$ cat src/hw/rtl/cs_pkg.sv
package cs_pkg;

    localparam int ELEM_W   = 16;
    localparam int COS_W    = 16;
    localparam int MAX_DIMS = 1024;
    localparam int DIM_W    = $clog2(MAX_DIMS);
    localparam int PROD_W   = 2 * ELEM_W;
    localparam int DOT_W    = PROD_W + DIM_W;
    localparam int SQ_W     = PROD_W - 1 + DIM_W;
    localparam int SQP_W    = 2 * SQ_W;
    localparam int RHS_W    = 2 * DOT_W;
    localparam int FRAC_SH  = 2 * (COS_W - 1);
    localparam int ACC_W    = RHS_W + FRAC_SH;
    localparam int K_W      = COS_W;
    localparam int BIT_W    = $clog2(K_W);

    localparam logic [COS_W-1:0] COS_MAX = {1'b0, {(COS_W - 1){1'b1}}};

    typedef enum logic [2:0] {
        S_ACCUM,
        S_WAIT,
        S_CAPT,
        S_MULQD,
        S_MULMM,
        S_TLOAD,
        S_TMUL,
        S_DONE
    } t_state;

    typedef enum logic [2:0] {
        OP_NONE,
        OP_CAPTURE,
        OP_STEP,
        OP_SAVE_P,
        OP_SAVE_R,
        OP_LOAD_TRIAL,
        OP_JUDGE,
        OP_RESULT
    } t_op;

    typedef struct packed {
        t_op  op;
        logic take;
    } t_cmd;

    typedef struct packed {
        logic mul_done;
        logic zero;
        logic last_bit;
        logic out_free;
    } t_status;

endpackage

$ cat src/hw/rtl/cs_if.sv
interface cs_in_if import cs_pkg::*; ();
    logic                     valid;
    logic                     ready;
    logic signed [ELEM_W-1:0] query_element;
    logic signed [ELEM_W-1:0] doc_element;
    logic                     last_element;

    modport source (output valid, query_element, doc_element, last_element, input ready);
    modport sink   (input valid, query_element, doc_element, last_element, output ready);
endinterface

interface cs_out_if import cs_pkg::*; ();
    logic                    valid;
    logic                    ready;
    logic signed [COS_W-1:0] cosine;
    logic                    zero_dot;

    modport source (output valid, cosine, zero_dot, input ready);
    modport sink   (input valid, cosine, zero_dot, output ready);
endinterface

$ cat src/hw/rtl/cosine_similarity.sv
// Streaming cosine similarity of a query vector and a document vector.
// The input channel carries one component of each vector per transfer, both
// signed Q4.12, with last_element marking the final pair. Components are
// taken at one per cycle while the vector streams in, and the dot product and
// both sums of squares accumulate with saturation at their register bounds.
// After the last transfer the block stops accepting input and works out the
// cosine in signed Q1.15 with a shift-and-add multiplier that handles one
// multiplier bit per cycle: the product of the sums of squares, the square of
// the dot product, then sixteen trial steps that settle the result one bit at
// a time. The result is then registered on the output channel; when the
// dot product is zero the multiplications and trial steps are skipped,
// zero_dot is set and cosine is zero. Input is accepted again from the cycle
// after the result is registered, while that result waits to be taken.
// If the receiver stalls, the result holds and a second result waits inside
// the block until the first has been taken.
// Reset clears the dot product and both sums of squares and empties the
// output register.
module cosine_similarity import cs_pkg::*; (
    input logic     i_clk,
    input logic     i_rst_n,
    cs_in_if.sink   i_in,
    cs_out_if.source o_out
);

    t_cmd    w_cmd;
    t_status w_status;
    logic    w_ready;
    logic    w_valid;
    logic signed [COS_W-1:0] w_cosine;
    logic    w_zero_dot;

    cs_ctrl u_ctrl (
        .i_clk    (i_clk),
        .i_rst_n  (i_rst_n),
        .i_valid  (i_in.valid),
        .i_last   (i_in.last_element),
        .o_ready  (w_ready),
        .i_status (w_status),
        .o_cmd    (w_cmd)
    );

    cs_dp u_dp (
        .i_clk           (i_clk),
        .i_rst_n         (i_rst_n),
        .i_query_element (i_in.query_element),
        .i_doc_element   (i_in.doc_element),
        .i_cmd           (w_cmd),
        .o_status        (w_status),
        .o_valid         (w_valid),
        .o_cosine        (w_cosine),
        .o_zero_dot      (w_zero_dot),
        .i_ready         (o_out.ready)
    );

    assign i_in.ready     = w_ready;
    assign o_out.valid    = w_valid;
    assign o_out.cosine   = w_cosine;
    assign o_out.zero_dot = w_zero_dot;

endmodule

$ cat src/hw/rtl/cs_ctrl.sv
module cs_ctrl import cs_pkg::*; (
    input  logic    i_clk,
    input  logic    i_rst_n,
    input  logic    i_valid,
    input  logic    i_last,
    output logic    o_ready,
    input  t_status i_status,
    output t_cmd    o_cmd
);

    t_state r_state;
    t_state n_state;

    always_ff @(posedge i_clk) begin
        if (!i_rst_n) begin
            r_state <= S_ACCUM;
        end else begin
            r_state <= n_state;
        end
    end

    always_comb begin
        n_state  = r_state;
        o_ready  = 1'b0;
        o_cmd    = '{op: OP_NONE, take: 1'b0};
        unique case (r_state)
            S_ACCUM: begin
                o_ready    = i_rst_n;
                o_cmd.take = i_valid && i_rst_n;
                if (i_valid && i_last) begin
                    n_state = S_WAIT;
                end
            end
            S_WAIT: begin
                n_state = S_CAPT;
            end
            S_CAPT: begin
                o_cmd.op = OP_CAPTURE;
                n_state  = S_MULQD;
            end
            S_MULQD: begin
                priority if (i_status.zero) begin
                    n_state = S_DONE;
                end else if (i_status.mul_done) begin
                    o_cmd.op = OP_SAVE_P;
                    n_state  = S_MULMM;
                end else begin
                    o_cmd.op = OP_STEP;
                end
            end
            S_MULMM: begin
                if (i_status.mul_done) begin
                    o_cmd.op = OP_SAVE_R;
                    n_state  = S_TLOAD;
                end else begin
                    o_cmd.op = OP_STEP;
                end
            end
            S_TLOAD: begin
                o_cmd.op = OP_LOAD_TRIAL;
                n_state  = S_TMUL;
            end
            S_TMUL: begin
                if (i_status.mul_done) begin
                    o_cmd.op = OP_JUDGE;
                    n_state  = i_status.last_bit ? S_DONE : S_TLOAD;
                end else begin
                    o_cmd.op = OP_STEP;
                end
            end
            S_DONE: begin
                if (i_status.out_free) begin
                    o_cmd.op = OP_RESULT;
                    n_state  = S_ACCUM;
                end
            end
            default: begin
                n_state = S_ACCUM;
            end
        endcase
    end

endmodule

$ cat src/hw/rtl/cs_dp.sv
module cs_dp import cs_pkg::*; (
    input  logic                     i_clk,
    input  logic                     i_rst_n,
    input  logic signed [ELEM_W-1:0] i_query_element,
    input  logic signed [ELEM_W-1:0] i_doc_element,
    input  t_cmd                     i_cmd,
    output t_status                  o_status,
    output logic                     o_valid,
    output logic signed [COS_W-1:0]  o_cosine,
    output logic                     o_zero_dot,
    input  logic                     i_ready
);

    logic signed [PROD_W-1:0] w_qq;
    logic signed [PROD_W-1:0] w_dd;

    logic [PROD_W-1:0]   r_p_dot;
    logic [PROD_W-2:0]   r_p_qq;
    logic [PROD_W-2:0]   r_p_dd;
    logic                r_p_vld;

    logic [DOT_W-1:0]    r_dot;
    logic [SQ_W-1:0]     r_qsum;
    logic [SQ_W-1:0]     r_dsum;
    logic [DOT_W:0]      w_dot_raw;
    logic [SQ_W:0]       w_q_raw;
    logic [SQ_W:0]       w_d_raw;
    logic [DOT_W-1:0]    n_dot;
    logic [SQ_W-1:0]     n_qsum;
    logic [SQ_W-1:0]     n_dsum;

    logic [DOT_W-1:0]    r_mag;
    logic                r_neg;
    logic                r_zero;
    logic [SQP_W-1:0]    r_p;
    logic [RHS_W-1:0]    r_rhs;

    logic [ACC_W-1:0]    r_acc;
    logic [ACC_W-1:0]    r_mcand;
    logic [DOT_W-1:0]    r_mplier;

    logic [K_W-1:0]      r_k;
    logic [BIT_W-1:0]    r_bit;
    logic [K_W-1:0]      w_cand;
    logic [2*K_W-1:0]    w_cand_sq;
    logic                w_fits;

    logic                r_o_valid;
    logic [COS_W-1:0]    r_cos;
    logic                r_zd;
    logic [COS_W-1:0]    w_cos;

    assign w_qq = i_query_element * i_query_element;
    assign w_dd = i_doc_element * i_doc_element;

    always_ff @(posedge i_clk) begin
        if (i_cmd.take) begin
            r_p_dot <= i_query_element * i_doc_element;
            r_p_qq  <= w_qq[PROD_W-2:0];
            r_p_dd  <= w_dd[PROD_W-2:0];
        end
    end

    always_ff @(posedge i_clk) begin
        if (!i_rst_n) begin
            r_p_vld <= 1'b0;
        end else begin
            r_p_vld <= i_cmd.take;
        end
    end

    assign w_dot_raw = {r_dot[DOT_W-1], r_dot}
                     + {{(DOT_W + 1 - PROD_W){r_p_dot[PROD_W-1]}}, r_p_dot};
    assign w_q_raw   = {1'b0, r_qsum} + (SQ_W + 1)'(r_p_qq);
    assign w_d_raw   = {1'b0, r_dsum} + (SQ_W + 1)'(r_p_dd);

    always_comb begin
        if (w_dot_raw[DOT_W] != w_dot_raw[DOT_W-1]) begin
            n_dot = w_dot_raw[DOT_W] ? {1'b1, {(DOT_W - 1){1'b0}}}
                                     : {1'b0, {(DOT_W - 1){1'b1}}};
        end else begin
            n_dot = w_dot_raw[DOT_W-1:0];
        end
        n_qsum = w_q_raw[SQ_W] ? {SQ_W{1'b1}} : w_q_raw[SQ_W-1:0];
        n_dsum = w_d_raw[SQ_W] ? {SQ_W{1'b1}} : w_d_raw[SQ_W-1:0];
    end

    always_ff @(posedge i_clk) begin
        if (!i_rst_n || i_cmd.op == OP_CAPTURE) begin
            r_dot  <= '0;
            r_qsum <= '0;
            r_dsum <= '0;
        end else if (r_p_vld) begin
            r_dot  <= n_dot;
            r_qsum <= n_qsum;
            r_dsum <= n_dsum;
        end
    end

    assign w_cand    = r_k | (K_W'(1) << r_bit);
    assign w_cand_sq = w_cand * w_cand;
    assign w_fits    = !r_k[K_W-1] && (r_acc <= {r_rhs, {FRAC_SH{1'b0}}});

    always_ff @(posedge i_clk) begin
        unique case (i_cmd.op)
            OP_CAPTURE: begin
                r_neg    <= r_dot[DOT_W-1];
                r_zero   <= (r_dot == '0);
                r_mag    <= r_dot[DOT_W-1] ? (~r_dot + DOT_W'(1)) : r_dot;
                r_acc    <= '0;
                r_mcand  <= ACC_W'(r_qsum);
                r_mplier <= DOT_W'(r_dsum);
            end
            OP_STEP: begin
                if (r_mplier[0]) begin
                    r_acc <= r_acc + r_mcand;
                end
                r_mcand  <= r_mcand << 1;
                r_mplier <= r_mplier >> 1;
            end
            OP_SAVE_P: begin
                r_p      <= r_acc[SQP_W-1:0];
                r_acc    <= '0;
                r_mcand  <= ACC_W'(r_mag);
                r_mplier <= r_mag;
            end
            OP_SAVE_R: begin
                r_rhs <= r_acc[RHS_W-1:0];
                r_k   <= '0;
                r_bit <= BIT_W'(K_W - 1);
            end
            OP_LOAD_TRIAL: begin
                r_acc    <= '0;
                r_mcand  <= ACC_W'(r_p);
                r_mplier <= DOT_W'(w_cand_sq);
            end
            OP_JUDGE: begin
                if (w_fits) begin
                    r_k <= w_cand;
                end
                r_bit <= r_bit - BIT_W'(1);
            end
            OP_NONE, OP_RESULT: begin
            end
            default: begin
            end
        endcase
    end

    always_comb begin
        priority if (r_zero) begin
            w_cos = '0;
        end else if (r_neg) begin
            w_cos = ~r_k + K_W'(1);
        end else if (r_k[K_W-1]) begin
            w_cos = COS_MAX;
        end else begin
            w_cos = r_k;
        end
    end

    always_ff @(posedge i_clk) begin
        if (!i_rst_n) begin
            r_o_valid <= 1'b0;
        end else if (i_cmd.op == OP_RESULT) begin
            r_o_valid <= 1'b1;
        end else if (i_ready) begin
            r_o_valid <= 1'b0;
        end
    end

    always_ff @(posedge i_clk) begin
        if (i_cmd.op == OP_RESULT) begin
            r_cos <= w_cos;
            r_zd  <= r_zero;
        end
    end

    assign o_status.mul_done = (r_mplier == '0);
    assign o_status.zero     = r_zero;
    assign o_status.last_bit = (r_bit == '0);
    assign o_status.out_free = !r_o_valid || i_ready;

    assign o_valid    = r_o_valid;
    assign o_cosine   = r_cos;
    assign o_zero_dot = r_zd;

endmodule

$ cat src/flat_wrapper.sv
// flat-port wrapper written by rule: the top's interface ports become plain ports
module cosine_similarity_flat import cs_pkg::*;
  (i_clk, i_rst_n, i_in_valid, i_in_query_element, i_in_doc_element, i_in_last_element, i_in_ready, o_out_valid, o_out_cosine, o_out_zero_dot, o_out_ready);
  cs_in_if i_in_i ();
  cs_out_if o_out_i ();
  input logic i_clk;
  input logic i_rst_n;
  input wire logic [$bits(i_in_i.valid)-1:0] i_in_valid;
  input wire logic [$bits(i_in_i.query_element)-1:0] i_in_query_element;
  input wire logic [$bits(i_in_i.doc_element)-1:0] i_in_doc_element;
  input wire logic [$bits(i_in_i.last_element)-1:0] i_in_last_element;
  output wire logic [$bits(i_in_i.ready)-1:0] i_in_ready;
  output wire logic [$bits(o_out_i.valid)-1:0] o_out_valid;
  output wire logic [$bits(o_out_i.cosine)-1:0] o_out_cosine;
  output wire logic [$bits(o_out_i.zero_dot)-1:0] o_out_zero_dot;
  input wire logic [$bits(o_out_i.ready)-1:0] o_out_ready;
  assign i_in_i.valid = i_in_valid;
  assign i_in_i.query_element = i_in_query_element;
  assign i_in_i.doc_element = i_in_doc_element;
  assign i_in_i.last_element = i_in_last_element;
  assign i_in_ready = i_in_i.ready;
  assign o_out_valid = o_out_i.valid;
  assign o_out_cosine = o_out_i.cosine;
  assign o_out_zero_dot = o_out_i.zero_dot;
  assign o_out_i.ready = o_out_ready;
  cosine_similarity u_core (.i_clk(i_clk), .i_rst_n(i_rst_n), .i_in(i_in_i), .o_out(o_out_i));
endmodule
$ cat config.mk
export PLATFORM = sky130hd
export DESIGN_NAME = cosine_similarity_flat
export DESIGN_NICKNAME = d
export VERILOG_FILES = /design/src/hw/rtl/cs_pkg.sv /design/src/hw/rtl/cs_if.sv /design/src/hw/rtl/cosine_similarity.sv /design/src/hw/rtl/cs_ctrl.sv /design/src/hw/rtl/cs_dp.sv /design/src/flat_wrapper.sv
export SDC_FILE = /design/constraint.sdc
export NUM_CORES = 2
export LEC_CHECK = 0
export BUFFER_PORTS_ARGS = -buffer_cell sky130_fd_sc_hd__buf_2
export CAP_MARGIN = 20
export CORE_MARGIN = 2
export CORE_UTILIZATION = 60
export CTS_CLUSTER_SIZE = 14
export DETAILED_ROUTE_END_ITERATION = 6
export PLACE_DENSITY = 0.82
export SLEW_MARGIN = 20
export SYNTH_ARGS = -nofsm -noshare
export SYNTH_HDL_FRONTEND = slang
export SYNTH_SLANG_ARGS = --single-unit
$ cat constraint.sdc
create_clock -name i_clk -period 7.2 [get_ports i_clk]
set_input_delay 1.08 -clock i_clk [delete_from_list [all_inputs] [get_ports i_clk]]
set_output_delay 1.08 -clock i_clk [all_outputs]
set_load 0.02 [all_outputs]
Yosys cells after proc, flatten, opt, wreduce, memory -nomap -nowiden
Index checks and enable logic that the tools add are counted.

Bits in registers: 740. Output and inout port bits: 19. Logic and storage cells: 112.

Magnitude comparators: 1. Equal/unequal tests: 22. $add $sub $neg: 7. Muxes and demuxes: 32. Bitwise gates (word level): 3. Shifts and indexed selects: 1. Reduce and logical (&&, ||, !) cells: 20. Multipliers: 4.

Operators with widths (count): 114-bit one-hot mux with 4 select lines (1); 114-bit one-hot mux with 2 select lines (1); 42-bit one-hot mux with 4 select lines (1); 41-bit two-way mux (3); 114-bit adder (1); 114-bit <= comparator (1); 114-bit two-way mux (1); 41-bit by 31-bit adder with 42-bit output (2); 42-bit logical NOT (2); 42-bit two-way mux (2); 16-bit by 16-bit multiplier with 32-bit output (2); 16-bit by 16-bit multiplier with 31-bit output (2); 42-bit by 32-bit adder with 43-bit output (1); 42-bit by 1-bit adder with 42-bit output (second input constant) (1); 42-bit NOT (1); 16-bit two-way mux (2); 16-bit one-hot mux with 2 select lines (1); 3-bit two-way mux (9); 3-bit equality test (second input constant) (8); 3-bit one-hot mux with 8 select lines (1); 3-bit one-hot mux with 6 select lines (1); 16-bit by 1-bit adder with 16-bit output (second input constant) (1); 16-bit NOT (1); 16-bit OR (1); other kinds (21) (43).

Depth between registers and ports, before layout
Word-level depth: 8. Depth in mapped cells: 32.

By module
From an unflattened synthesis, not the netlist that was laid out.

Cells, all modules: 7767. Area total of the unflattened synthesis: 75834.0 sq um.

Modules (own cells, without submodules): cs_dp (area each 75570.0 sq um, sequential area each 20810.0 sq um, cells each 7733, times used 1); cs_ctrl (area each 264.0 sq um, sequential area each 60.1 sq um, cells each 34, times used 1).

Least setup slack after synthesis
No wires, ideal clock.

Path type: input-to-reg. From: input i_in_query_element[8]. To: register u_core.u_dp.r_p_qq[29], data pin. Slack: -0.360 ns. Cell stages on the path: 26. Path buffers: 2. Arrival: 7.303 ns. Path through: clkbuf_1 -> clkbuf_1 -> and2_1 -> fa_1 -> fa_1 -> inv_1 -> fa_1 -> inv_1 -> fa_1 -> inv_1 -> fa_1 -> inv_1 -> fa_1 -> ha_1 -> a21o_1 -> a21o_1 -> a21o_1 -> a21oi_1 -> o21ai_0 -> a41o_1 -> o31ai_1 -> o21ai_0 -> o31a_1 -> o21a_1 -> nor2_1 -> xnor2_1.

Word-level cells in the longest chain between the ends: 1.

Ends and longest elaborated chain: start: declaration (RTL line flat_wrapper.sv:9) `input wire logic [$bits(i_in_i.query_element)-1:0] i_in_query_element;`; 16-bit by 16-bit multiplier with 31-bit output (RTL line cs_dp.sv:53) `assign w_qq = i_query_element * i_query_element;`; via u_core.u_dp.w_qq[29] (RTL line cs_dp.sv:14) `logic signed [PROD_W-1:0] w_qq;`; end signal: assignment (RTL line cs_dp.sv:59) `r_p_qq <= w_qq[PROD_W-2:0];`; end: declaration (RTL line cs_dp.sv:18) `logic [PROD_W-2:0] r_p_qq;`.

The timed path passes the listed nets, and every way through them passes these cells. A chain may end at the register's enable or synchronous reset.

Worst setup path in the final report
From: register u_core.u_dp.r_bit[0]. To: register u_core.u_dp.r_mplier[26], data pin.

Word-level cells in the longest chain between the ends: 4.

Ends and longest elaborated chain: start: declaration (RTL line cs_dp.sv:43) `logic [BIT_W-1:0] r_bit;`; start signal: assignment (RTL line cs_dp.sv:130) `r_bit <= BIT_W'(K_W - 1);`; start signal: assignment (RTL line cs_dp.sv:141) `r_bit <= r_bit - BIT_W'(1);`; 1-bit by 4-bit << shifter with 16-bit output (RTL line cs_dp.sv:100) `assign w_cand = r_k | (K_W'(1) << r_bit);`; 16-bit OR (RTL line cs_dp.sv:100); 16-bit by 16-bit multiplier with 32-bit output (RTL line cs_dp.sv:101) `assign w_cand_sq = w_cand * w_cand;`; 42-bit one-hot mux with 4 select lines (RTL line cs_dp.sv:105) `unique case (i_cmd.op)`; end signal: assignment (RTL line cs_dp.sv:112) `r_mplier <= DOT_W'(r_dsum);`; end signal: assignment (RTL line cs_dp.sv:119) `r_mplier <= r_mplier >> 1;`; end signal: assignment (RTL line cs_dp.sv:125) `r_mplier <= r_mag;`; end: declaration (RTL line cs_dp.sv:40) `logic [DOT_W-1:0] r_mplier;`.

No other way between the ends.

==> metrics.md <==
| Metric | Value |
|---|---|
| P per Cell Area | 486 nW/um2 |
| Top Ports | 56 |
| Max_cap viols | 0 |
| Worst slew pin tran | around 1.1 ns |
| Fin crit period | 7.32 ns |
| Status | finished, violations left |
| H-Tree Level Count | 3 |
| M1 GR Usage | approximately 41% |
| Hold crit path type | flip-flop to flip-flop |
| Pleak | ~39 nW |
| Clock skew | ~0.045 ns |
| CTS tree | yes |
| Vias | 58909 |
| Max IR drop VDD | between 0.9 and 1 mV |
| Vias in the first global route | 60537 |
| Cells after synthesis | 7703 |
| Mapped Area | approximately 76000 um2 |
| Ys async rst share | 0% |
| Area Growth Syn to Fin | 10.9% |
| Max_slew headroom | a little under a quarter |
| Synth unique cells | 100 |
| Clk slew on worst S/H paths | approximately 0.06 ns |
| DRC | 84 |
| #FFs+latches synth | approximately 740 |
| R2R cell count | 30 |
| M2 GR Usage | a little under three fifths |
| Maximum number of pins on one net before global-route repair | 108 |
| Period utilization | 102% |
| Root buf cell | clkbuf_16 |
| Clock Path Buffers | 3 |
| Final setup fails | 5 |
| Yosys warns | 0 |
| Initial antenna violation count | 1 |
| Setup_tns | -0.278 ns |
| CP Launch Type | flip-flop |
| Post-synth EDFFs | 609 |
| Final hold viol count | 0 |
| Total Routing Usage GR | between 30 and 40% |
| Fin nets | roughly 9600 |
| Max incr delay on CP | between 0.5 and 0.6 ns |
| Die Y | ~360 um |
| Row count | 130 |
| Required @ worst endpoint | roughly 7.6 ns |
| GR Util met3 | under 10% |
| Post-synthesis net count | between 9000 and 10000 |
| Main synth FF type | edfxtp_1 |
| Core area | between 100000 and 150000 um2 |
| GR peak layer | met2 |
| Crit path top cell by count | inv_2 |
| Worst setup path category | flip-flop to flip-flop |
| Critical path capture point type | flip-flop |
| RSZ-0062 raised after global routing | true |
| DRT Pass-1 Iters | 7 |
| Fin util | 66.9% |
| ANT nets after route | 0 |
| First-pass GRT wire length | between 300000 and 400000 um |
| Register area share after synthesis | between 20% and 30% |
| Hpwl dp | between 150000 and 200000 um |
| Die area | 129000 um2 |
| Final worst setup slack | -0.121 ns |
| Port Buf Inserts | 55 |
| Clk sink count | approximately 740 |
| Routed wire length | 213000 um |
| Gr ovfl total | 0 |
| Hold Path Cell Cnt | 2 |
| DR iter-0 viols | 6346 |
| Num CTS Buffers | between 70 and 80 |
| Max Fanout on Critical Path | 4 |
| Gpl congestion | about 1.0 |
| Share of cells above drive strength 1 | around a tenth |
| Max-slew violations | 0 |
| Starting Density | between 60% and 70% |
| Fmax achieved | 0.137 GHz |
| Worst EP arrival | ~7.7 ns |
| Routed len/inst | 22.0 um |
| Synthesized area per cell | between 9 and 10 um2 |
| Failing checks | design-rule violations, negative setup slack |
| Die Width | around 360 um |
| Slowest cell on crit path | fa_1 |
| Vias/cell | approximately 6.1 |
| Worst-skew pair later-pin latency | approximately 0.67 ns |
-- synthesized netlist by cell type, types with 43 or more instances --
master / instances / area [um2]
o21ai_0: 318 / 1590
nor2_1: 525 / 1970
nor3_1: 78 / 390
xor2_1: 143 / 1250
and2_1: 197 / 1230
dfxtp_1: 129 / 2580
inv_1: 1252 / 4700
a21o_1: 214 / 1610
ha_1: 653 / 8170
o21a_1: 43 / 323
edfxtp_1: 609 / 18300
a21oi_1: 510 / 2550
xnor2_1: 247 / 2160
fa_1: 893 / 17900
nand4_1: 83 / 519
a222oi_1: 74 / 741
o21bai_1: 50 / 375
nand3_1: 63 / 315
nand2b_1: 68 / 425
a31oi_1: 45 / 282
nand2_1: 601 / 2260
and3_1: 66 / 413
clkbuf_1: 279 / 1050
-- power breakdown --
group | internal, mW | leakage, nW | switching, mW
Clock | 2.36 | 1.26 | 1.85
Combinational | 13.5 | 31.0 | 15.5
Sequential | 6.74 | 6.75 | 0.709
-- flip-flops by register name, summed over array words and instances, names as in the netlist --
name	count
u_core.u_dp.r_rhs	84
u_core.u_dp.r_zero	1
u_core.u_dp.o_zero_dot	1
u_core.u_dp.r_qsum	41
u_core.u_dp.r_mag	42
u_core.u_dp.r_p	82
u_core.u_dp.r_dsum	41
u_core.u_dp.r_p_qq	30
u_core.u_dp.r_k	16
u_core.u_dp.o_cosine	16
u_core.u_dp.r_p_vld	1
u_core.u_dp.r_dot	42
u_core.u_dp.r_p_dd	30
u_core.u_dp.r_neg	1
u_core.u_dp.r_acc	114
u_core.u_dp.o_valid	1
u_core.u_dp.r_mcand	114
u_core.u_ctrl.r_state	3
u_core.u_dp.r_p_dot	32
u_core.u_dp.r_mplier	42
u_core.u_dp.r_bit	4
-- cell usage in the layout (no fill, tap or decap), types with 15 or more instances in the layout --
cell type  instances
or2_2             19
xnor2_1          245
and3_1            65
or3_1             27
buf_6             15
nor2b_1           37
o21ai_0          308
clkbuf_1          15
a211oi_1          31
o211ai_1          29
nand2b_1          68
a222oi_1          74
nor3_1            75
inv_1           1233
nor2_1           511
fa_1             879
maj3_1            39
ha_1             638
o31ai_1           27
buf_2             55
a21oi_1          492
a22o_1            40
nand4_1           83
dfxtp_1          128
nand2_1          588
nor4_1            29
clkinv_1          22
and2_1           194
a21o_1           211
edfxtp_1         609
a31oi_1           38
o21a_1            43
a21oi_2           18
xor2_1           141
o21bai_1          50
buf_4            429
clkbuf_16         80
nand3_1           63
and4_1            16
inv_2             20
-- layout make-up --
cell class                      instances  area (um2)
Multi-Input combinational cell       5386       49400
Fill cell                            9438       41500
Sequential cell                       738       20900
Inverter                             1268        4770
Timing Repair Buffer                  514        3960
Clock buffer                           98        2100
Tap cell                             1650        2060
Clock inverter                         50         554
Antenna cell                            1        2.50
-- what timing repair did --
item	in CTS	in global routing
setup buffers	15	20
hold buffers	0	0
endpoints found under the setup margin	13	16
gates resized for setup	37	132
cloned	0	0
pin swaps	15	62
endpoints found under the hold margin	0	0
-- stage by stage --
stage                     power [mW]  setup WS [ns]  instances  hold WS (ns)  instance area, um2
after detailed placement        36.2         -0.247       9522         0.514               80200
after CTS                       40.6        0.00446       9685         0.527               83100
after global routing            44.4         -0.257       9704         0.559               83800
final                           40.7         -0.121       9705         0.530               83800
after global placement          35.1         -0.134       9522         0.511               80200
after floorplan                 27.5        -0.0651       7703         0.439               75600
-- path summary, 6_finish.rpt --
path	startpoint	end	slack, ns
setup reg to reg	u_core.u_dp.r_bit[0]$_SDFFCE_PP1P_	u_core.u_dp.r_mplier[26]$_DFFE_PP_	-0.12
hold / removal	u_core.u_dp.r_dsum[35]$_SDFFE_PP0P_	u_core.u_dp.r_dsum[35]$_SDFFE_PP0P_	0.53
hold reg to reg	u_core.u_dp.r_dsum[35]$_SDFFE_PP0P_	u_core.u_dp.r_dsum[35]$_SDFFE_PP0P_	0.53
setup / recovery	u_core.u_dp.r_bit[0]$_SDFFCE_PP1P_	u_core.u_dp.r_mplier[26]$_DFFE_PP_	-0.12
-- routing by layer --
| layer | routed length, um | part of all wire [%] | vias up |
|---|---|---|---|
| met2 | 102000 | 48 | 2791 |
| met4 | 14400 | 6.8 | 2 |
| li1 | - | - | 26469 |
| met3 | 15800 | 7.4 | 660 |
| met5 | 13 | 0.0061 | - |
| met1 | 81500 | 38 | 28987 |
-- cells by family after synthesis --
logic type / share of synthesized area (%)
multiplexers: 0.0878
buffers and inverters: 7.89
AO/OA/AOI/OAI: 13.4
XOR/XNOR: 4.54
AND/OR/NAND/NOR: 11.5
flip-flops: 27.6
adder cells (fa/ha/maj): 35.0
-- critical path: cells and delay by family, from the launching register on --
kind,cells,cell delay (ns)
XOR/XNOR,1,0.22
buffers and inverters,11,1.01
AND/OR/NAND/NOR,3,0.56
flip-flops,1,0.49
AO/OA/AOI/OAI,7,1.25
adder cells (fa/ha/maj),8,3.49
(Power assumes the default switching activity.)
